`src/sv/slpp_pkg.sv`:
```
// ----------------------------------------------------------------------------
// slpp_pkg
// Types and constants shared by the slew-limited position packetizer.
// ----------------------------------------------------------------------------
package slpp_pkg;

    localparam int POS_W = 12;

    localparam logic [POS_W-1:0] POS_MID = 12'd2048;

    localparam logic [15:0] DEST_ADDR_RST      = 16'hFFFF;
    localparam logic [11:0] STEP_LIMIT_RST     = 12'd50;
    localparam logic [7:0]  REFRESH_PERIOD_RST = 8'd10;

    localparam logic CMD_TICK = 1'b0;
    localparam logic CMD_SET  = 1'b1;

    typedef enum logic [1:0] {
        REG_DEST_ADDR      = 2'd0,
        REG_STEP_LIMIT     = 2'd1,
        REG_REFRESH_PERIOD = 2'd2
    } slpp_reg_t;

    localparam int BASE_IDX_W = 4;
    localparam logic [7:0] FRAME_BASE [16] = '{
        8'h0F, 8'h61, 8'h88, 8'h00, 8'hE4, 8'h3D, 8'hFF, 8'hFF,
        8'h96, 8'hF0, 8'h44, 8'h05, 8'h00, 8'hB7, 8'h00, 8'h00
    };

    localparam int BYTE_LEN     = 0;
    localparam int BYTE_SEQ     = 3;
    localparam int BYTE_DEST_HI = 6;
    localparam int BYTE_DEST_LO = 7;
    localparam int BYTE_POS_HI  = 10;
    localparam int BYTE_POS_LO  = 11;
    localparam int BYTE_CSUM    = 13;

    localparam logic [3:0] POS_HI_TAG = 4'h4;

    typedef struct packed {
        logic             cmd;
        logic [POS_W-1:0] target_value;
    } slpp_in_t;

    typedef struct packed {
        logic [7:0] frame_byte;
        logic       last_byte;
        logic       upper_half;
    } slpp_out_t;

    typedef struct packed {
        logic [15:0] dest_addr;
        logic [11:0] step_limit;
        logic [7:0]  refresh_period;
    } slpp_cfg_t;

    typedef struct packed {
        logic [7:0]       seq;
        logic [15:0]      dest_addr;
        logic [POS_W-1:0] pos;
        logic             upper;
    } slpp_desc_t;

endpackage

```
`src/sv/slpp_regs.sv`:
```
// ----------------------------------------------------------------------------
// slpp_regs
// APB configuration registers: destination address, step limit, refresh period.
// ----------------------------------------------------------------------------
module slpp_regs
    import slpp_pkg::*;
(
    input  logic        clk,
    input  logic        rst_n,
    input  logic        psel,
    input  logic        penable,
    input  logic        pwrite,
    input  logic [3:0]  paddr,
    input  logic [31:0] pwdata,
    output logic [31:0] prdata,
    output logic        pready,
    output slpp_cfg_t   cfg
);

    slpp_cfg_t cfg_reg;
    slpp_cfg_t cfg_next;
    logic      wr_en;
    slpp_reg_t reg_idx;

    assign pready  = 1'b1;
    assign wr_en   = psel && penable && pwrite;
    assign reg_idx = slpp_reg_t'(paddr[3:2]);
    assign cfg     = cfg_reg;

    always_comb
    begin
        cfg_next = cfg_reg;
        if (wr_en)
        begin
            case (reg_idx)
                REG_DEST_ADDR:      cfg_next.dest_addr      = pwdata[15:0];
                REG_STEP_LIMIT:     cfg_next.step_limit     = pwdata[11:0];
                REG_REFRESH_PERIOD: cfg_next.refresh_period = pwdata[7:0];
                default:            cfg_next = cfg_reg;
            endcase
        end
    end

    always_comb
    begin
        case (reg_idx)
            REG_DEST_ADDR:      prdata = {16'd0, cfg_reg.dest_addr};
            REG_STEP_LIMIT:     prdata = {20'd0, cfg_reg.step_limit};
            REG_REFRESH_PERIOD: prdata = {24'd0, cfg_reg.refresh_period};
            default:            prdata = 32'd0;
        endcase
    end

    always_ff @(posedge clk or negedge rst_n)
    begin
        if (!rst_n)
        begin
            cfg_reg.dest_addr      <= DEST_ADDR_RST;
            cfg_reg.step_limit     <= STEP_LIMIT_RST;
            cfg_reg.refresh_period <= REFRESH_PERIOD_RST;
        end
        else
        begin
            cfg_reg <= cfg_next;
        end
    end

endmodule

```
`src/sv/slpp_front.sv`:
```
// ----------------------------------------------------------------------------
// slpp_front
// Accepts commands, runs the slew step and refresh timer, and issues one
// frame descriptor per transmitting tick.
// ----------------------------------------------------------------------------
module slpp_front
    import slpp_pkg::*;
(
    input  logic       clk,
    input  logic       rst_n,
    input  slpp_cfg_t  cfg,
    input  logic       cmd_valid,
    output logic       cmd_stall,
    input  slpp_in_t   cmd_item,
    input  logic       q_full,
    output logic       q_push,
    output slpp_desc_t q_desc
);

    logic [POS_W-1:0] target_reg, target_next;
    logic [POS_W-1:0] cur_reg, cur_next;
    logic             changed_reg, changed_next;
    logic [7:0]       seq_reg, seq_next;
    logic [7:0]       phase_reg, phase_next;
    logic             dither_reg, dither_next;

    logic             accept;
    logic             tick;
    logic [POS_W-1:0] gap;
    logic [POS_W-1:0] slew_pos;
    logic             moved;
    logic             send;
    logic [8:0]       phase_inc;

    assign cmd_stall = q_full;
    assign accept    = cmd_valid && !cmd_stall;
    assign tick      = (cmd_item.cmd == CMD_TICK);

    always_comb
    begin
        gap      = '0;
        slew_pos = cur_reg;
        moved    = 1'b0;
        if (target_reg > cur_reg)
        begin
            gap      = target_reg - cur_reg;
            slew_pos = (gap > cfg.step_limit) ? cur_reg + cfg.step_limit : target_reg;
            moved    = 1'b1;
        end
        else if (target_reg < cur_reg)
        begin
            gap      = cur_reg - target_reg;
            slew_pos = (gap > cfg.step_limit) ? cur_reg - cfg.step_limit : target_reg;
            moved    = 1'b1;
        end
    end

    assign send      = changed_reg || moved || (phase_reg == 8'd0);
    assign phase_inc = {1'b0, phase_reg} + 9'd1;
    assign q_push    = accept && tick && send;

    always_comb
    begin
        q_desc.seq       = seq_reg;
        q_desc.dest_addr = cfg.dest_addr;
        q_desc.pos       = slew_pos + {{(POS_W-1){1'b0}}, dither_reg};
        q_desc.upper     = (slew_pos > POS_MID);
    end

    always_comb
    begin
        target_next  = target_reg;
        cur_next     = cur_reg;
        changed_next = changed_reg;
        seq_next     = seq_reg;
        phase_next   = phase_reg;
        dither_next  = dither_reg;
        if (accept)
        begin
            if (!tick)
            begin
                target_next  = cmd_item.target_value;
                changed_next = 1'b1;
            end
            else
            begin
                cur_next     = slew_pos;
                changed_next = send ? 1'b0 : (changed_reg || moved);
                seq_next     = send ? seq_reg + 8'd1 : seq_reg;
                phase_next   = (phase_inc >= {1'b0, cfg.refresh_period}) ? 8'd0
                                                                         : phase_inc[7:0];
                dither_next  = !dither_reg;
            end
        end
    end

    always_ff @(posedge clk or negedge rst_n)
    begin
        if (!rst_n)
        begin
            target_reg  <= POS_MID;
            cur_reg     <= POS_MID;
            changed_reg <= 1'b0;
            seq_reg     <= 8'd0;
            phase_reg   <= 8'd0;
            dither_reg  <= 1'b0;
        end
        else
        begin
            target_reg  <= target_next;
            cur_reg     <= cur_next;
            changed_reg <= changed_next;
            seq_reg     <= seq_next;
            phase_reg   <= phase_next;
            dither_reg  <= dither_next;
        end
    end

`ifndef SYNTHESIS
    a_dither_toggles: assert property (@(posedge clk) disable iff (!rst_n)
        accept && tick |=> dither_reg != $past(dither_reg))
        else $error("dither bit did not toggle on tick");

    a_seq_advances: assert property (@(posedge clk) disable iff (!rst_n)
        q_push |=> seq_reg == $past(seq_reg) + 8'd1 && !changed_reg)
        else $error("sequence number or change flag wrong after send");
`endif

endmodule

```
`src/sv/slpp_queue.sv`:
```
// ----------------------------------------------------------------------------
// slpp_queue
// Two-entry descriptor FIFO between the command front end and the serializer.
// ----------------------------------------------------------------------------
module slpp_queue
    import slpp_pkg::*;
(
    input  logic       clk,
    input  logic       rst_n,
    input  logic       push,
    input  slpp_desc_t push_desc,
    input  logic       pop,
    output logic       full,
    output logic       head_valid,
    output slpp_desc_t head_desc
);

    localparam int DEPTH = 2;
    localparam int PTR_W = $clog2(DEPTH);
    localparam int CNT_W = $clog2(DEPTH + 1);

    slpp_desc_t       mem_reg [DEPTH];
    logic [PTR_W-1:0] wr_ptr_reg, wr_ptr_next;
    logic [PTR_W-1:0] rd_ptr_reg, rd_ptr_next;
    logic [CNT_W-1:0] count_reg, count_next;

    assign full       = (count_reg == CNT_W'(DEPTH));
    assign head_valid = (count_reg != '0);
    assign head_desc  = mem_reg[rd_ptr_reg];

    always_comb
    begin
        wr_ptr_next = push ? wr_ptr_reg + PTR_W'(1) : wr_ptr_reg;
        rd_ptr_next = pop ? rd_ptr_reg + PTR_W'(1) : rd_ptr_reg;
        count_next  = count_reg;
        if (push && !pop)
        begin
            count_next = count_reg + CNT_W'(1);
        end
        else if (pop && !push)
        begin
            count_next = count_reg - CNT_W'(1);
        end
    end

    always_ff @(posedge clk)
    begin
        if (push)
        begin
            mem_reg[wr_ptr_reg] <= push_desc;
        end
    end

    always_ff @(posedge clk or negedge rst_n)
    begin
        if (!rst_n)
        begin
            wr_ptr_reg <= '0;
            rd_ptr_reg <= '0;
            count_reg  <= '0;
        end
        else
        begin
            wr_ptr_reg <= wr_ptr_next;
            rd_ptr_reg <= rd_ptr_next;
            count_reg  <= count_next;
        end
    end

`ifndef SYNTHESIS
    a_no_overflow: assert property (@(posedge clk) disable iff (!rst_n)
        push |-> !full || pop)
        else $error("push into full queue");

    a_no_underflow: assert property (@(posedge clk) disable iff (!rst_n)
        pop |-> head_valid)
        else $error("pop from empty queue");
`endif

endmodule

```
`src/sv/slpp_back.sv`:
```
// ----------------------------------------------------------------------------
// slpp_back
// Frame serializer: walks the head descriptor one byte per cycle, while the
// output is not stalled, into a registered output stage.
// ----------------------------------------------------------------------------
module slpp_back
    import slpp_pkg::*;
#(
    parameter int FRAME_BYTES = 16
)
(
    input  logic       clk,
    input  logic       rst_n,
    input  logic       head_valid,
    input  slpp_desc_t head_desc,
    output logic       pop,
    output logic       frame_valid,
    input  logic       frame_stall,
    output slpp_out_t  frame_item
);

    localparam int IDX_W = $clog2(FRAME_BYTES);

    logic [IDX_W-1:0] idx_reg, idx_next;
    logic             out_valid_reg, out_valid_next;
    slpp_out_t        out_reg, out_next;

    logic             advance;
    logic             last;
    logic [7:0]       pos_hi;
    logic [7:0]       pos_lo;
    logic [7:0]       csum;
    logic [7:0]       byte_val;

    assign advance = head_valid && (!out_valid_reg || !frame_stall);
    assign last    = (idx_reg == IDX_W'(FRAME_BYTES - 1));
    assign pop     = advance && last;

    assign pos_hi = {POS_HI_TAG, head_desc.pos[11:8]};
    assign pos_lo = head_desc.pos[7:0];
    assign csum   = 8'd0 - pos_hi - pos_lo;

    always_comb
    begin
        case (idx_reg)
            IDX_W'(BYTE_LEN):     byte_val = 8'(FRAME_BYTES - 1);
            IDX_W'(BYTE_SEQ):     byte_val = head_desc.seq;
            IDX_W'(BYTE_DEST_HI): byte_val = head_desc.dest_addr[15:8];
            IDX_W'(BYTE_DEST_LO): byte_val = head_desc.dest_addr[7:0];
            IDX_W'(BYTE_POS_HI):  byte_val = pos_hi;
            IDX_W'(BYTE_POS_LO):  byte_val = pos_lo;
            IDX_W'(BYTE_CSUM):    byte_val = csum;
            default:              byte_val = FRAME_BASE[BASE_IDX_W'(idx_reg)];
        endcase
    end

    always_comb
    begin
        idx_next       = idx_reg;
        out_next       = out_reg;
        out_valid_next = out_valid_reg;
        if (advance)
        begin
            out_next.frame_byte = byte_val;
            out_next.last_byte  = last;
            out_next.upper_half = head_desc.upper;
            out_valid_next      = 1'b1;
            idx_next            = last ? '0 : idx_reg + IDX_W'(1);
        end
        else if (!frame_stall)
        begin
            out_valid_next = 1'b0;
        end
    end

    always_ff @(posedge clk)
    begin
        out_reg <= out_next;
    end

    always_ff @(posedge clk or negedge rst_n)
    begin
        if (!rst_n)
        begin
            idx_reg       <= '0;
            out_valid_reg <= 1'b0;
        end
        else
        begin
            idx_reg       <= idx_next;
            out_valid_reg <= out_valid_next;
        end
    end

    assign frame_valid = out_valid_reg;
    assign frame_item  = out_reg;

`ifndef SYNTHESIS
    a_mid_frame_head: assert property (@(posedge clk) disable iff (!rst_n)
        idx_reg != '0 |-> head_valid)
        else $error("frame in progress without a descriptor");

    a_idx_step: assert property (@(posedge clk) disable iff (!rst_n)
        advance && !last |=> idx_reg == $past(idx_reg) + IDX_W'(1))
        else $error("byte index did not advance");
`endif

endmodule

```
`src/sv/slew_limited_position_packetizer.sv`:
```
// ----------------------------------------------------------------------------
// slew_limited_position_packetizer
// Slew-limited position tracker that emits a radio frame per transmitting tick.
// ----------------------------------------------------------------------------
// A tick's descriptor is queued, then serialized into a registered output stage.
// Throughput: one command transaction per cycle while the descriptor queue has
//   room; frames leave at one byte per cycle while frame_stall is low.
// The two-entry descriptor queue stalls commands only when two frames wait.
// Reset: asynchronous; position and target to 2048, counters and flags to 0,
//   registers to 0xFFFF, 50, 10.
module slew_limited_position_packetizer
    import slpp_pkg::*;
#(
    parameter int FRAME_BYTES = 16
)
(
    input  logic        clk,
    input  logic        rst_n,
    input  logic        psel,
    input  logic        penable,
    input  logic        pwrite,
    input  logic [3:0]  paddr,
    input  logic [31:0] pwdata,
    output logic [31:0] prdata,
    output logic        pready,
    input  logic        cmd_valid,
    output logic        cmd_stall,
    input  slpp_in_t    cmd_item,
    output logic        frame_valid,
    input  logic        frame_stall,
    output slpp_out_t   frame_item
);

    slpp_cfg_t  cfg;
    logic       q_full;
    logic       q_push;
    slpp_desc_t q_desc;
    logic       q_pop;
    logic       head_valid;
    slpp_desc_t head_desc;

    slpp_regs u_regs (
        .clk     (clk),
        .rst_n   (rst_n),
        .psel    (psel),
        .penable (penable),
        .pwrite  (pwrite),
        .paddr   (paddr),
        .pwdata  (pwdata),
        .prdata  (prdata),
        .pready  (pready),
        .cfg     (cfg)
    );

    slpp_front u_front (
        .clk       (clk),
        .rst_n     (rst_n),
        .cfg       (cfg),
        .cmd_valid (cmd_valid),
        .cmd_stall (cmd_stall),
        .cmd_item  (cmd_item),
        .q_full    (q_full),
        .q_push    (q_push),
        .q_desc    (q_desc)
    );

    slpp_queue u_queue (
        .clk        (clk),
        .rst_n      (rst_n),
        .push       (q_push),
        .push_desc  (q_desc),
        .pop        (q_pop),
        .full       (q_full),
        .head_valid (head_valid),
        .head_desc  (head_desc)
    );

    slpp_back #(
        .FRAME_BYTES (FRAME_BYTES)
    ) u_back (
        .clk         (clk),
        .rst_n       (rst_n),
        .head_valid  (head_valid),
        .head_desc   (head_desc),
        .pop         (q_pop),
        .frame_valid (frame_valid),
        .frame_stall (frame_stall),
        .frame_item  (frame_item)
    );

endmodule

```
`config.mk`:
```
export PLATFORM = sky130hd
export DESIGN_NAME = slew_limited_position_packetizer
export DESIGN_NICKNAME = d
export VERILOG_FILES = /design/src/sv/slpp_pkg.sv /design/src/sv/slpp_regs.sv /design/src/sv/slpp_front.sv /design/src/sv/slpp_queue.sv /design/src/sv/slpp_back.sv /design/src/sv/slew_limited_position_packetizer.sv
export SDC_FILE = /design/constraint.sdc
export NUM_CORES = 1
export LEC_CHECK = 0
export ABC_CLOCK_PERIOD_IN_PS = 16000
export BUFFER_PORTS_ARGS = -buffer_cell sky130_fd_sc_hd__buf_2
export CAP_MARGIN = 10
export CORE_ASPECT_RATIO = 0.9
export CORE_MARGIN = 1.5
export CORE_UTILIZATION = 27
export CTS_CLUSTER_SIZE = 28
export DETAILED_ROUTE_END_ITERATION = 12
export PLACE_DENSITY_LB_ADDON = 0.1
export SLEW_MARGIN = 30
export SYNTH_ARGS = -nofsm -noshare
export SYNTH_HDL_FRONTEND = slang
export SYNTH_HIERARCHICAL = 1
export SYNTH_SLANG_ARGS = --single-unit
export TNS_END_PERCENT = 5
```
`constraint.sdc`:
```
create_clock -name clk -period 16 [get_ports clk]
set_clock_uncertainty 0.1 [all_clocks]
set_input_delay 3.2 -clock clk [delete_from_list [all_inputs] [get_ports clk]]
set_output_delay 3.2 -clock clk [all_outputs]
set_load 0.02 [all_outputs]
```
=== After elaboration in Yosys (flattened, before gate mapping) ===
Memory sizes are Yosys's and may differ from the RTL's.
Index checks and enable logic that the tools add are counted.

* Output and inout bits: 45
* Logic and storage cells: 102
* Memories kept: 2
* Memory bits (read-only): 128
* Memory bits (writable): 74
* Input port bits: 56
* Register bits: 97

{| class="wikitable"
|+ Memory list
! name !! depth !! width !! rd ports !! clocked after Yosys merged registers in !! wr ports !! line !! text
|-
| (no name shown) || 16 || 8 || 1 || 0 || 0 || slpp_back.sv:53 || <nowiki>default: byte_val = FRAME_BASE[BASE_IDX_W'(idx_reg)];</nowiki>
|-
| u_queue.mem_reg || 2 || 37 || 1 || 0 || 1 || slpp_queue.sv:22 || <nowiki>slpp_desc_t mem_reg [DEPTH];</nowiki>
|}

* Bitwise logic cells: 2
* $lt $le $gt $ge: 7
* Reductions and logical operators: 29
* Add/sub/neg operators: 14
* Mux-type cells: 20
* Equal/unequal tests: 11

{| class="wikitable"
|+ Operators with widths
! kind !! number
|-
| $pmux 8 s7 || 1
|-
| $mux 12 || 4
|-
| $pmux 16 s3 || 1
|-
| $gt 12x12->1 || 3
|-
| $sub 12x12->12 || 3
|-
| $mux 8 || 3
|-
| $eq 4x4->1 const B || 4
|-
| $add 12x1->12 || 1
|-
| $add 12x12->12 || 1
|-
| $gt 12x12->1 const B || 1
|-
| $lt 12x12->1 || 1
|-
| $reduce_and 2->1 || 5
|-
| $add 8x1->9 const B || 1
|-
| $ge 9x8->1 || 1
|-
| $logic_and 1x1->1 || 9
|-
| $add 8x1->8 const B || 1
|-
| $eq 4x3->1 const B || 2
|-
| $logic_not 8->1 || 1
|-
| $mux 1 || 8
|-
| $sub 1x7->8 const A || 1
|-
| $sub 8x8->8 || 1
|-
| $logic_not 1->1 || 6
|-
| $ge 5x5->1 const B || 1
|-
| $not 4->5 || 1
|-
| 16 further kinds || 22
|}

=== Logic depth before layout (Yosys ltp) ===
Gate-level depths: netlist (run 1).

* Depth after elaboration: 10
* Mapped depth: 27
* Mapped depth without buffers: 26

=== By module ===
The synthesis (run 1) kept the hierarchy.

{| class="wikitable"
|+ By module, submodules not included
! module !! area each (um^2) !! cells an instance !! instances !! seq. area each (um^2)
|-
| slpp_front || 5775.5 || 689 || 1 || 1053.5
|-
| slpp_queue || 2941.6 || 131 || 1 || 2322.2
|-
| slpp_regs || 1839.3 || 140 || 1 || 927.1
|-
| slpp_back || 1674.1 || 193 || 1 || 425.4
|}

=== Worst setup path before layout (run 1) ===
OpenSTA, ideal clock, no wires.

* Path type: input to output
* Start: input paddr[2]
* End: output prdata[0]
* Arrival time: 4135 ps
* Path buffers: 2
* Slack: 8565 ps
* Required time: 12700 ps
* Stages: 4
* Path through: buf_6 -> buf_2 -> mux2i_1 -> o21ai_0

* Word-level cells in the longest chain between the ends: 2
* Elaborated cells between the ends (all ways): 4
* Classes of those cells: eq/ne: 2; mux: 1; reduce/logical: 1

{| class="wikitable"
|+ Ends and longest elaborated chain
! element !! line !! text
|-
| start, declared || slew_limited_position_packetizer.sv:22 || <nowiki>input logic [3:0] paddr,</nowiki>
|-
| $eq 2x2->1 (tied with other cells) || slpp_regs.sv:46 || <nowiki>case (reg_idx)</nowiki>
|-
| $pmux 16 s3 (*) || slpp_regs.sv:46 ||
|-
| end, declared || slew_limited_position_packetizer.sv:24 || <nowiki>output logic [31:0] prdata,</nowiki>
|}

Every way passes the cells marked *; elsewhere a longest branch is shown, timed or not.

=== Worst setup path after layout (run 1) ===
* Start: input paddr[3]
* End: output prdata[2]

Same word-level chain as after synthesis.

==> results.rst, run 1 <==
.. list-table::
   :header-rows: 1

   * - Metric
     - Value
   * - TritonCTS clock tree
     - yes
   * - Drt first pass iters
     - 5
   * - Violation count after the first detailed-route iteration
     - 661
   * - Slew Limit Headroom
     - between 40 and 50%
   * - Pin count of the biggest net entering global routing
     - just under 60
   * - Adder-Cell Fraction of Synth Area
     - between 10% and 20%
   * - Level count of the clock H-tree
     - 4
   * - Root Driver
     - clkbuf_16
   * - Layout area overhead
     - 9.93%
   * - Number of enable-type register cells in the synthesized netlist
     - 84
   * - Total via count in the routed design
     - 8603
   * - Worst r2r path cells
     - 24
   * - Fin crit period
     - between 7 and 8 ns
   * - Area of the die
     - 0.0466 sq mm
   * - Critical R2R Capture
     - u_queue/mem_reg[1][7]$_DFFE_PP_
   * - Share of synthesized area occupied by flip-flops and latches
     - 38.7%
   * - Endpoint required time on the critical path
     - 12.70 ns
   * - Warning count from the yosys run
     - 6
   * - Vias in the first global route
     - 8606
   * - Placeable Area
     - 0.0444 sq mm
   * - Startpoint kind of the worst setup timing path
     - input pin
   * - Num rows
     - 73
   * - Clock transition at the registers of the reported paths
     - 0.06 ns
   * - Maximum buffer depth of the clock tree
     - 2
   * - Source-to-sink clock delay at the later pin of the worst-skew pair
     - 0.45 ns
   * - Leading register cell type out of synthesis
     - edfxtp_1
   * - Post-detailed-route wirelength per cell
     - 19.4 um
   * - Simple-Gate Fraction of Synth Area
     - 12.1%
   * - Origin of the worst setup path
     - paddr[3]
   * - Fillers
     - about 4700
   * - Placed insts
     - 1760
   * - I/O Buffers
     - 65
   * - Arrival time reported for the critical path endpoint
     - 4.65 ns
   * - Worst min-delay path class
     - reg2reg
   * - Total congestion overflow
     - 0
   * - Vertical extent of the die
     - 205 um
   * - Largest driver fanout on the critical path
     - 17
   * - Maximum Capacitance Violations
     - 0
   * - Average cell area after synthesis
     - 10.6 sq um
   * - Area used by multi-input combinational logic
     - 0.00671 sq mm
   * - GRT Util Overall
     - 15.4%
   * - Half-perimeter wire length after placement
     - 26500 um
   * - Final max-slew violation count
     - 0
   * - Max reg flops
     - 74
   * - Setup TNS
     - 0 ns
   * - Die W
     - 227 um
   * - FF+latch area
     - roughly 0.0047 sq mm
   * - Capture point of the worst path
     - prdata[2]
   * - Category of the critical setup timing path
     - in2out
   * - Number of nets with antenna violations after detailed routing
     - 0
   * - Antenna fix cells
     - 0
   * - Synth Area in XOR/XNOR
     - about 4.5%
   * - IO Pins
     - 101
   * - Result of the run
     - finished, final reports clean
   * - Mux contribution to synthesized area
     - 11.6%
   * - Detail-routed via count per cell
     - a little under 5
   * - Part of the cycle the worst path needs
     - 49.7%
   * - Register-to-register path setup slack
     - 9.61 ns
   * - Launch instance of the worst register-to-register path
     - u_front/cur_reg[0]$_DFFE_PN0P_
   * - Final setup violation count
     - 0
   * - Clk sinks
     - 171
   * - Post-route DRC violation count
     - 0
   * - Maximum clock rate
     - 126 MHz
   * - Register bit total from synthesis
     - 171
   * - Unrepaired setup endpoints after global routing
     - false
   * - Post-CTS setup buffers
     - 0
   * - Combinational family with the most area after synthesis
     - compound AO/OA/AOI/OAI gates
   * - Gate count of the mapped netlist
     - 1153
   * - Final Net Count
     - approximately 1300
   * - Wire length of the first global-routing pass
     - roughly 53000 um
   * - Crit path capture type
     - primary output
   * - Share of the synthesized area in compound gates (AO/OA/AOI/OAI)
     - around 15%
   * - Mapped cell area
     - 0.0122 sq mm
   * - Number of standard cells in the final layout excluding fillers
     - 1792
   * - Number of unique standard cell types used by synthesis
     - 99
   * - Last weighted congestion value of the routability-driven placer
     - 0.815
   * - Post-synthesis async set-or-reset flop share
     - roughly half
   * - Actual transition at the worst max-transition pin
     - 0.878 ns
   * - Hold Vio Cnt, Final
     - 0
   * - Number of antenna violations at the first check in global routing
     - 0
   * - Total CTS buffers
     - 17
   * - Fraction of layout cells with a size suffix above 1
     - 21.6%
   * - Post-detailed-routing wire length
     - ~35000 um
   * - # hold bufs at CTS
     - 0
   * - Resize count post-CTS
     - 0
   * - Initial Util
     - 27.6%
-- synthesized netlist by cell type, types with 4 or more instances --
| master | count | area, sq um |
|---|---|---|
| ha_1 | 97 | 1210 |
| edfxtp_1 | 84 | 2520 |
| inv_1 | 83 | 312 |
| nand2_1 | 80 | 300 |
| dfrtp_1 | 64 | 1600 |
| a21oi_1 | 63 | 315 |
| mux2_2 | 58 | 653 |
| buf_4 | 42 | 315 |
| nor2_1 | 42 | 158 |
| xnor2_1 | 37 | 324 |
| o21ai_0 | 31 | 155 |
| mux2_4 | 30 | 450 |
| mux2i_1 | 29 | 290 |
| xor2_1 | 26 | 228 |
| dfstp_2 | 23 | 604 |
| nor3_1 | 21 | 105 |
| a21o_1 | 20 | 150 |
| nand2b_1 | 18 | 113 |
| clkbuf_1 | 17 | 63.8 |
| a211oi_1 | 16 | 120 |
| nand3_1 | 16 | 80.1 |
| nor2b_1 | 14 | 87.6 |
| o211ai_1 | 14 | 105 |
| buf_2 | 12 | 60.1 |
| nand4_1 | 11 | 68.8 |
| o21bai_1 | 11 | 82.6 |
| and2_1 | 10 | 62.6 |
| o21ai_1 | 10 | 50.1 |
| o22ai_1 | 10 | 62.6 |
| a22oi_1 | 8 | 60.1 |
| buf_6 | 8 | 90.1 |
| nor3b_1 | 8 | 60.1 |
| and3_1 | 7 | 43.8 |
| nor4_1 | 7 | 43.8 |
| a221oi_1 | 5 | 43.8 |
| a31oi_1 | 5 | 31.3 |
| fa_1 | 5 | 100 |
| o2bb2ai_1 | 5 | 43.8 |
| or2_2 | 5 | 31.3 |
| a211o_1 | 4 | 35.0 |
| o221ai_1 | 4 | 35.0 |
-- area by class of cell --
cell class / instances / share of cell area [%]
multi-input combinational: 831 / 49.9
sequential: 171 / 35.2
tap: 600 / 5.58
clock buffer: 22 / 3.38
timing repair buffer: 74 / 2.94
inverter: 84 / 2.35
clock inverter: 10 / 0.689
-- cells in the final DEF, fill, tap and decap left out, drive strengths merged, types with 5 or more instances in the layout --
cell     instances
a211oi          17
a21o            20
a21oi           64
a221oi           8
a22oi            9
a31oi            6
and2            11
and3             7
buf             74
clkbuf          22
clkinv           5
conb            17
dfrtp           64
dfstp           23
edfxtp          84
fa               5
ha              97
inv             86
mux2            88
mux2i           29
nand2           82
nand2b          18
nand3           18
nand4           13
nor2            44
nor2b           14
nor3            22
nor3b           10
nor4             9
o211ai          14
o21ai           43
o21bai          11
o22ai           10
o2bb2ai          5
or2              7
xnor2           37
xor2            26
-- layer usage --
metal	track usage (%)	share of wire, %	up-vias
met5	0	0	-
met4	4.47	1.6	0
met3	2.25	2.7	31
met2	23.1	43	133
met1	22.7	53	4232
li1	-	-	4207
-- cell families after synthesis --
family / count (synthesis)
xor+xnor: 63
mux: 118
flops: 171
fa+ha+maj: 102
other cells: 2
simple gates: 273
buf+inv: 166
compound gates: 258
-- worst max-delay path, cell delays in order --
cell and delay (ns):
buf_2 0.32, nor2b_1 0.61, nand2_1 0.10, o21ai_0 0.18, buf_2 0.24
-- worst min-delay path by stage --
stage	start	to	slack [ns]	cells past startpoint
final	u_queue/count_reg[1]$_DFFE_PN0P_	u_queue/count_reg[1]$_DFFE_PN0P_	0.38	1
after global routing	u_queue/count_reg[1]$_DFFE_PN0P_	u_queue/count_reg[1]$_DFFE_PN0P_	0.40	1
after CTS	u_queue/count_reg[1]$_DFFE_PN0P_	u_queue/count_reg[1]$_DFFE_PN0P_	0.38	1
after detailed placement	u_queue/count_reg[1]$_DFFE_PN0P_	u_queue/count_reg[1]$_DFFE_PN0P_	0.37	1
after global placement	u_queue/count_reg[1]$_DFFE_PN0P_	u_queue/count_reg[1]$_DFFE_PN0P_	0.37	1
after floorplan	u_queue/count_reg[1]$_DFFE_PN0P_	u_queue/count_reg[1]$_DFFE_PN0P_	0.35	1
-- stage by stage --
stage / instance area (sq um) / hold WS, ns / util [%] / worst slack (ns)
final: 13400 / 0.376 / 30.3 / 8.05
after global placement: 12900 / 0.368 / 29.0 / 8.00
after floorplan: 12300 / 0.347 / - / 8.56
after detailed placement: 12900 / 0.369 / 29.1 / 8.02
after global routing: 13400 / 0.401 / 30.3 / 7.93
after CTS: 13400 / 0.381 / 30.3 / 8.02
Power of run 1 is left out: the tool's default activity adds up to more than one toggle a clock period on the data nets, which glitch-free logic cannot reach.
==> run 2: changes to the inputs <==
--- a/config.mk
+++ b/config.mk
@@ -5,7 +5,8 @@
 export SDC_FILE = /design/constraint.sdc
 export NUM_CORES = 1
 export LEC_CHECK = 0
-export ABC_CLOCK_PERIOD_IN_PS = 16000
+export ABC_AREA = 1
+export ABC_CLOCK_PERIOD_IN_PS = 6720
 export BUFFER_PORTS_ARGS = -buffer_cell sky130_fd_sc_hd__buf_2
 export CAP_MARGIN = 10
 export CORE_ASPECT_RATIO = 0.9
==> constraint.sdc (replaced) <==
create_clock -name clk -period 6.72 [get_ports clk]
set_clock_uncertainty 0.1 [all_clocks]
set_input_delay 1.344 -clock clk [delete_from_list [all_inputs] [get_ports clk]]
set_output_delay 1.344 -clock clk [all_outputs]
set_load 0.02 [all_outputs]
==> run 2 against run 1 <==
Effect of this change:
- via count rose by 15%
- sequential cell count unchanged
- cell count up 24%
- first-iteration DRC count down 5.3%
- die area rose by 3.2%
- wire length increased by 6.5%
- critical path depth rose by 19
- area after synthesis grew 3.2%
- final area grew 3.2%
==> results.rst, run 2 <==
.. list-table::
   :header-rows: 1

   * - Metric
     - Value
   * - Fin crit period
     - roughly 4.9 ns
   * - Number of enable-type register cells in the synthesized netlist
     - 84 (unchanged)
   * - Vias in the first global route
     - 9565 (+11%)
   * - Maximum buffer depth of the clock tree
     - 2 (unchanged)
   * - Die W
     - 231 um (+1.6%)
   * - Number of nets with antenna violations after detailed routing
     - 0 (unchanged)
   * - Part of the cycle the worst path needs
     - 73.6%
   * - Detail-routed via count per cell
     - 4.45 (-7.3%)
   * - Mapped cell area
     - 0.0126 sq mm (+3.2%)
   * - Warning count from the yosys run
     - 6 (unchanged)
   * - Total via count in the routed design
     - 9853 (+15%)
   * - Gate count of the mapped netlist
     - 1559 (+35%)
   * - Violation count after the first detailed-route iteration
     - 626 (-5.3%)
   * - Synth cell count leaders
     - 487 x nand2_1, 185 x inv_1, 105 x nand3_1
   * - Clk sinks
     - 171 (unchanged)
   * - Hold Vio Cnt, Final
     - 0 (unchanged)
   * - Actual transition at the worst max-transition pin
     - 0.746 ns (-0.132 ns)
   * - Post-layout utilization of the core
     - 30.3% (+0.051 points)
   * - Clock transition at the registers of the reported paths
     - 0.07 ns (about the same)
   * - Average cell area after synthesis
     - 8.10 sq um (-24%)
   * - Post-route DRC violation count
     - 0 (unchanged)
   * - Level count of the clock H-tree
     - 4 (unchanged)
   * - Slew Limit Headroom
     - 50.2% (+8.7 points)
   * - Drt first pass iters
     - 5 (unchanged)
   * - Final setup violation count
     - 0 (unchanged)
   * - Number of standard cells in the final layout excluding fillers
     - 2214 (+24%)
   * - Cell types with the largest area share after synthesis
     - edfxtp_1 20%, nand2_1 14%, dfrtp_1 13%, ha_1 9.6%, inv_1 5.5%
   * - Arrival time reported for the critical path endpoint
     - 5.10 ns (+0.45 ns)
   * - Crit path capture type
     - register
   * - Initial Util
     - 27.6% (+0.044 points)
   * - Post-synthesis async set-or-reset flop share
     - 50.9% (unchanged)
   * - Most common cell in the synthesized netlist
     - nand2_1
   * - Vertical extent of the die
     - 208 um (+1.6%)
   * - Final Net Count
     - 1751 (+31%)
   * - Wire length of the first global-routing pass
     - 57300 um (+7.4%)
   * - Total CTS buffers
     - 17 (unchanged)
   * - Source-to-sink clock delay at the later pin of the worst-skew pair
     - 0.45 ns (about the same)
   * - Root Driver
     - clkbuf_16
   * - Area of the die
     - 0.0481 sq mm (+3.2%)
   * - Worst min-delay path class
     - reg2reg
   * - Last weighted congestion value of the routability-driven placer
     - 0.842 (+3.3%)
   * - Fraction of synthesized cell area taken by the top area cell type
     - 20.0% (-0.64 points)
   * - Post-detailed-route wirelength per cell
     - 16.7 um (-14%)
   * - Leading register cell type out of synthesis
     - edfxtp_1
   * - Layout area overhead
     - 9.94% (about the same)
   * - Total congestion overflow
     - 0 (unchanged)
   * - Origin of the worst setup path
     - u_front/cur_reg[1]$_DFFE_PN0P_
   * - TritonCTS clock tree
     - yes
   * - Result of the run
     - finished, final reports clean
   * - Share of synthesized area occupied by flip-flops and latches
     - 37.5% (-1.2 points)
   * - Antenna fix cells
     - 0 (unchanged)
   * - Post-detailed-routing wire length
     - 37100 um (+6.5%)
   * - Most common cell after layout, fill and taps aside
     - nand2_1
   * - Unrepaired setup endpoints after global routing
     - false
   * - Resize count post-CTS
     - 0 (unchanged)
   * - I/O Buffers
     - 65 (unchanged)
   * - Max reg flops
     - 74 (unchanged)
   * - Post-CTS setup buffers
     - 0 (unchanged)
   * - Number of antenna violations at the first check in global routing
     - 2 (+2)
   * - Maximum Capacitance Violations
     - 0 (unchanged)
   * - Final max-slew violation count
     - 0 (unchanged)
   * - Largest driver fanout on the critical path
     - 13 (-4)
   * - Launch instance of the worst register-to-register path
     - u_front/cur_reg[1]$_DFFE_PN0P_
   * - IO Pins
     - 101 (unchanged)
   * - Register bit total from synthesis
     - 171 (unchanged)
   * - Category of the critical setup timing path
     - reg2reg
   * - # hold bufs at CTS
     - 0 (unchanged)
   * - Startpoint of the worst hold path
     - u_regs/cfg[3]$_DFFE_PN1P_
   * - Most frequent cells in the layout
     - 487 x nand2_1, 185 x inv_1, 105 x nand3_1
   * - Setup TNS
     - 0 ns (unchanged)
   * - GRT Util Overall
     - 15.8% (+0.42 points)
   * - Placeable Area
     - 0.0457 sq mm (+3.0%)
   * - Maximum clock rate
     - ~200 MHz
   * - Startpoint kind of the worst setup timing path
     - register
   * - Half-perimeter wire length after placement
     - 29100 um (+9.9%)
   * - Endpoint required time on the critical path
     - 6.87 ns (-5.83 ns)
   * - Fraction of layout cells with a size suffix above 1
     - 16.1% (-5.5 points)
   * - Number of unique standard cell types used by synthesis
     - 55 (-44%)
   * - Num rows
     - 74 (+1.4%)
   * - Pin count of the biggest net entering global routing
     - 50 (-14%)
   * - Largest area contributor in the synthesized netlist
     - edfxtp_1
   * - Placed insts
     - 2182 (+24%)
==> run 2: cells by family (layout without fill, tap and decap cells) <==
| logic type | after synthesis | after routing | synth area share [%] |
|---|---|---|---|
| adder cells (fa/ha/maj) | 102 | 102 | 10.4 |
| multiplexers | 37 | 37 | 3.90 |
| AO/OA/AOI/OAI | 128 | 128 | 5.69 |
| other | 2 | 17 | 0.0595 |
| buffers and inverters | 276 | 308 | 10.4 |
| flip-flops | 171 | 171 | 37.5 |
| AND/OR/NAND/NOR | 794 | 794 | 28.7 |
| XOR/XNOR | 49 | 49 | 3.40 |
==> run 2: area by class of cell <==
type	count	area, sq um
Clock buffer	19	433
Tap cell	608	761
Clock inverter	13	154
Multi-Input combinational cell	1127	6650
Timing Repair Buffer	72	380
Sequential cell	171	4730
Inverter	204	769
Fill cell	4964	31900
==> run 2: layer usage <==
layer / global-route usage (%) / vias up / part of all wire (%)
met1: 23.6 / 4621 / 52
met4: 2.84 / 4 / 0.90
met5: 0 / - / 0.059
met3: 3.11 / 19 / 4.2
met2: 23.6 / 173 / 43
li1: - / 5036 / -
==> run 2: worst paths after layout <==
check                                               endpoint  slack (ns)  cells after the start
hold / removal                     u_regs/cfg[3]$_DFFE_PN1P_        0.38                      2
hold reg to reg                    u_regs/cfg[3]$_DFFE_PN1P_        0.38                      2
setup / recovery             u_queue/mem_reg[0][7]$_DFFE_PP_        1.77                     24
min in group asynchronous     u_queue/rd_ptr_reg$_DFFE_PN0P_        0.77                      1
setup reg to reg             u_queue/mem_reg[0][7]$_DFFE_PP_        1.77                     24
max in group asynchronous  u_front/target_reg[2]$_DFFE_PN0P_        4.61                      2
==> run 2: critical path, stage by stage, from the launching register on <==
cell	delay [ns]
dfrtp_1	0.62
inv_1	0.19
ha_1	0.23
a21oi_1	0.20
o21ai_0	0.15
a21oi_1	0.24
nor2_1	0.06
nor2_1	0.17
o21ai_0	0.17
xor2_1	0.18
ha_1	0.31
a21o_1	0.16
nor2_1	0.28
nand3_4	0.19
nand2_4	0.20
nand2_1	0.07
nand3_1	0.06
nand2_1	0.05
nor2_1	0.10
buf_4	0.14
inv_1	0.04
ha_1	0.19
ha_1	0.28
nand2_1	0.11
xor2_1	0.23
==> run 2: through the flow <==
stage | hold slack (ns) | setup slack, ns | instance area, sq um
2_1_floorplan | 0.342 | 2.56 | 12700
3_3_place_gp | 0.360 | 1.71 | 13300
3_5_place_dp | 0.360 | 1.77 | 13300
4_1_cts | 0.380 | 1.72 | 13900
5_1_grt | 0.388 | 1.35 | 13900
6_report | 0.378 | 1.77 | 13900
Power of run 2 is left out for the same reason.
==> run 3: changes to the inputs <==
--- a/config.mk
+++ b/config.mk
@@ -5,8 +5,8 @@
 export SDC_FILE = /design/constraint.sdc
 export NUM_CORES = 1
 export LEC_CHECK = 0
-export ABC_AREA = 1
-export ABC_CLOCK_PERIOD_IN_PS = 6720
+export ABC_AREA = 0
+export ABC_CLOCK_PERIOD_IN_PS = 4550
 export BUFFER_PORTS_ARGS = -buffer_cell sky130_fd_sc_hd__buf_2
 export CAP_MARGIN = 10
 export CORE_ASPECT_RATIO = 0.9
==> constraint.sdc (replaced) <==
create_clock -name clk -period 4.55 [get_ports clk]
set_clock_uncertainty 0.1 [all_clocks]
set_input_delay 0.91 -clock clk [delete_from_list [all_inputs] [get_ports clk]]
set_output_delay 0.91 -clock clk [all_outputs]
set_load 0.02 [all_outputs]
==> run 3 against run 2 <==
Effect of this change:
- the flow now finishes with violations (setup timing)
- sequential share of layout area is 2.2 points lower
- utilization is 3.1 points higher
- register-to-register slack worse by 2.3 ns
- wire length fell by 0.45%
==> results.rst, run 3 (same netlist as run 1, synthesis figures left out) <==
.. list-table::
   :header-rows: 1

   * - Metric
     - Value
   * - Unrepaired setup endpoints after global routing
     - true
   * - Drt first pass iters
     - 7 (+2)
   * - I/O Buffers
     - 65 (unchanged)
   * - Slew Limit Headroom
     - 42.7% (-7.5 points)
   * - # hold bufs at CTS
     - 0 (unchanged)
   * - Number of antenna violations at the first check in global routing
     - 3 (+1)
   * - Post-route DRC violation count
     - 0 (unchanged)
   * - Source-to-sink clock delay at the later pin of the worst-skew pair
     - 0.48 ns (+0.03 ns)
   * - Vertical extent of the die
     - 205 um (-1.5%)
   * - Hold Vio Cnt, Final
     - 0 (unchanged)
   * - Initial Util
     - 27.6% (-0.044 points)
   * - Result of the run
     - complete, but fails checks
   * - Crit path capture type
     - register
   * - Post-placement cell area
     - 0.0139 sq mm (+4.9%)
   * - Area used by multi-input combinational logic
     - 0.00700 sq mm (+5.3%)
   * - Area of the die
     - 0.0466 sq mm (-3.1%)
   * - Worst min-delay path class
     - in2async
   * - Placeable Area
     - 0.0444 sq mm (-2.9%)
   * - Final Net Count
     - 1471 (-16%)
   * - Total CTS buffers
     - 17 (unchanged)
   * - Antenna fix cells
     - 0 (unchanged)
   * - Clock transition at the registers of the reported paths
     - 0.07 ns (about the same)
   * - FF+latch area
     - 0.00473 sq mm (about the same)
   * - Part of the cycle the worst path needs
     - 112% (+38 points)
   * - Largest driver fanout on the critical path
     - 7 (-6)
   * - Total via count in the routed design
     - 9199 (-6.6%)
   * - Arrival time reported for the critical path endpoint
     - 5.20 ns (+0.10 ns)
   * - Max reg flops
     - 74 (unchanged)
   * - Last weighted congestion value of the routability-driven placer
     - 0.789 (-6.2%)
   * - Post-detailed-routing wire length
     - 36900 um (-0.45%)
   * - TritonCTS clock tree
     - yes
   * - Actual transition at the worst max-transition pin
     - 0.859 ns (+0.113 ns)
   * - Pin count of the biggest net entering global routing
     - 45 (-10%)
   * - Maximum Capacitance Violations
     - 0 (unchanged)
   * - Num rows
     - 73 (-1.4%)
   * - Category of the critical setup timing path
     - reg2reg
   * - Final setup violation count
     - 29 (+29)
   * - Final worst hold slack
     - 0.367 ns (-0.0111 ns)
   * - Post-layout utilization of the core
     - 33.5% (+3.1 points)
   * - Fraction of layout cells with a size suffix above 1
     - 33.6% (+18 points)
   * - Final max-slew violation count
     - 0 (unchanged)
   * - Post-route cell area
     - 0.0148 sq mm (+7.0%)
   * - Vias in the first global route
     - 9038 (-5.5%)
   * - Total congestion overflow
     - 0 (unchanged)
   * - Detail-routed via count per cell
     - 4.78 (+7.3%)
   * - GRT Util Overall
     - 16.4% (+0.62 points)
   * - Pre-CTS setup slack
     - -0.540 ns (-2.31 ns)
   * - Root Driver
     - clkbuf_16
   * - Clk sinks
     - 171 (unchanged)
   * - Most frequent cells in the layout
     - 137 x buf_4, 92 x ha_1, 84 x edfxtp_1
   * - Die W
     - 227 um (-1.5%)
   * - Worst Setup Slack, final
     - -0.541 ns (-2.32 ns)
   * - IO Pins
     - 101 (unchanged)
   * - Violation count after the first detailed-route iteration
     - 679 (+8.5%)
   * - Post-detailed-route wirelength per cell
     - 19.2 um (+14%)
   * - Maximum clock rate
     - 196 MHz (-2.9%)
   * - Half-perimeter wire length after placement
     - 28800 um (-1.1%)
   * - Level count of the clock H-tree
     - 4 (unchanged)
   * - Fillers
     - 4559 (-8.2%)
   * - Fin crit period
     - 5.09 ns (+0.145 ns)
   * - Wire length of the first global-routing pass
     - 56000 um (-2.1%)
   * - Most common cell after layout, fill and taps aside
     - buf_4
   * - Endpoint required time on the critical path
     - 4.66 ns (-2.21 ns)
   * - Maximum buffer depth of the clock tree
     - 2 (unchanged)
   * - Startpoint kind of the worst setup timing path
     - register
   * - Number of nets with antenna violations after detailed routing
     - 0 (unchanged)
   * - Violated checks
     - setup timing
   * - Layout area overhead
     - 21.4%
run 3: cell count changes in the layout (fill, tap and decap cells not counted), moves of 17 or more:
cell and change:
nand3_1 -89, inv_1 -105, xnor2_1 +23, mux2_2 +41
o21ai_0 -18, nor2_1 -53, buf_4 +129, mux2i_1 +29
nand2_1 -409, nor3_1 +17, nand2b_1 +18
run 3: metrics by stage:
step / std cells / setup TNS, ns
finish: 1926 / -10.30
global route: 1926 / -18.98
CTS: 1923 / -11.07
detailed placement: 1885 / -11.72
global placement: 1885 / -10.85
floorplan: 1168 / -4.39
run 3: worst paths after layout:
path                                                        from                          endpoint  slack [ns]  cells past startpoint
worst max register to register    u_front/cur_reg[0]$_DFFE_PN0P_  u_queue/mem_reg[1][11]$_DFFE_PP_       -0.54                     25
worst min register to register  u_queue/count_reg[1]$_DFFE_PN0P_  u_queue/count_reg[1]$_DFFE_PN0P_        0.37                      1
min in group clk                u_queue/count_reg[1]$_DFFE_PN0P_  u_queue/count_reg[1]$_DFFE_PN0P_        0.37                      1
max in group asynchronous                                  rst_n         u_regs/cfg[1]$_DFFE_PN1P_        3.12                      2
worst min-delay path                                       rst_n     u_back/idx_reg[2]$_DFFE_PN0P_        0.37                      1
worst max-delay path              u_front/cur_reg[0]$_DFFE_PN0P_  u_queue/mem_reg[1][11]$_DFFE_PP_       -0.54                     25
run 3: worst max-delay path: stages, from the launching register on:
cell and delay [ns]:
dfrtp_1 0.39, inv_2 0.08, ha_4 0.13, inv_2 0.03, fa_2 0.34, a21o_1 0.18, a21oi_2 0.19, o21bai_2 0.10
a21oi_2 0.14, o21bai_1 0.10, a21oi_2 0.15, o21bai_1 0.09, a21oi_1 0.17, xnor2_1 0.09, ha_1 0.31, nand4_1 0.29
a211o_1 0.36, a31oi_4 0.16, buf_12 0.15, buf_4 0.11, mux2i_1 0.06, a22oi_1 0.27, buf_4 0.23, nand4_4 0.16
nor4_2 0.31, xnor2_1 0.12
run 3: final cells by class:
class / instances / area share [%]
inverter: 84 / 2.12
clock buffer: 18 / 2.96
multi-input combinational: 831 / 47.2
tap: 600 / 5.06
timing repair buffer: 208 / 9.70
sequential: 171 / 31.9
clock inverter: 14 / 1.15
run 3: routing by layer:
| layer | part of all wire (%) | GRT usage [%] | vias to the layer above |
|---|---|---|---|
| met2 | 42 | 23.6 | 192 |
| li1 | - | - | 4480 |
| met4 | 1.3 | 4.19 | 0 |
| met1 | 53 | 25.1 | 4498 |
| met5 | 0 | 0 | - |
| met3 | 3.8 | 2.90 | 29 |
run 3: repair_timing:
action / in CTS / in global routing
pin swaps: 10 / 21
gates resized for setup: 22 / 24
setup endpoints to repair: 31 / 38
setup buffers: 6 / 2
Power of run 3 is left out for the same reason.
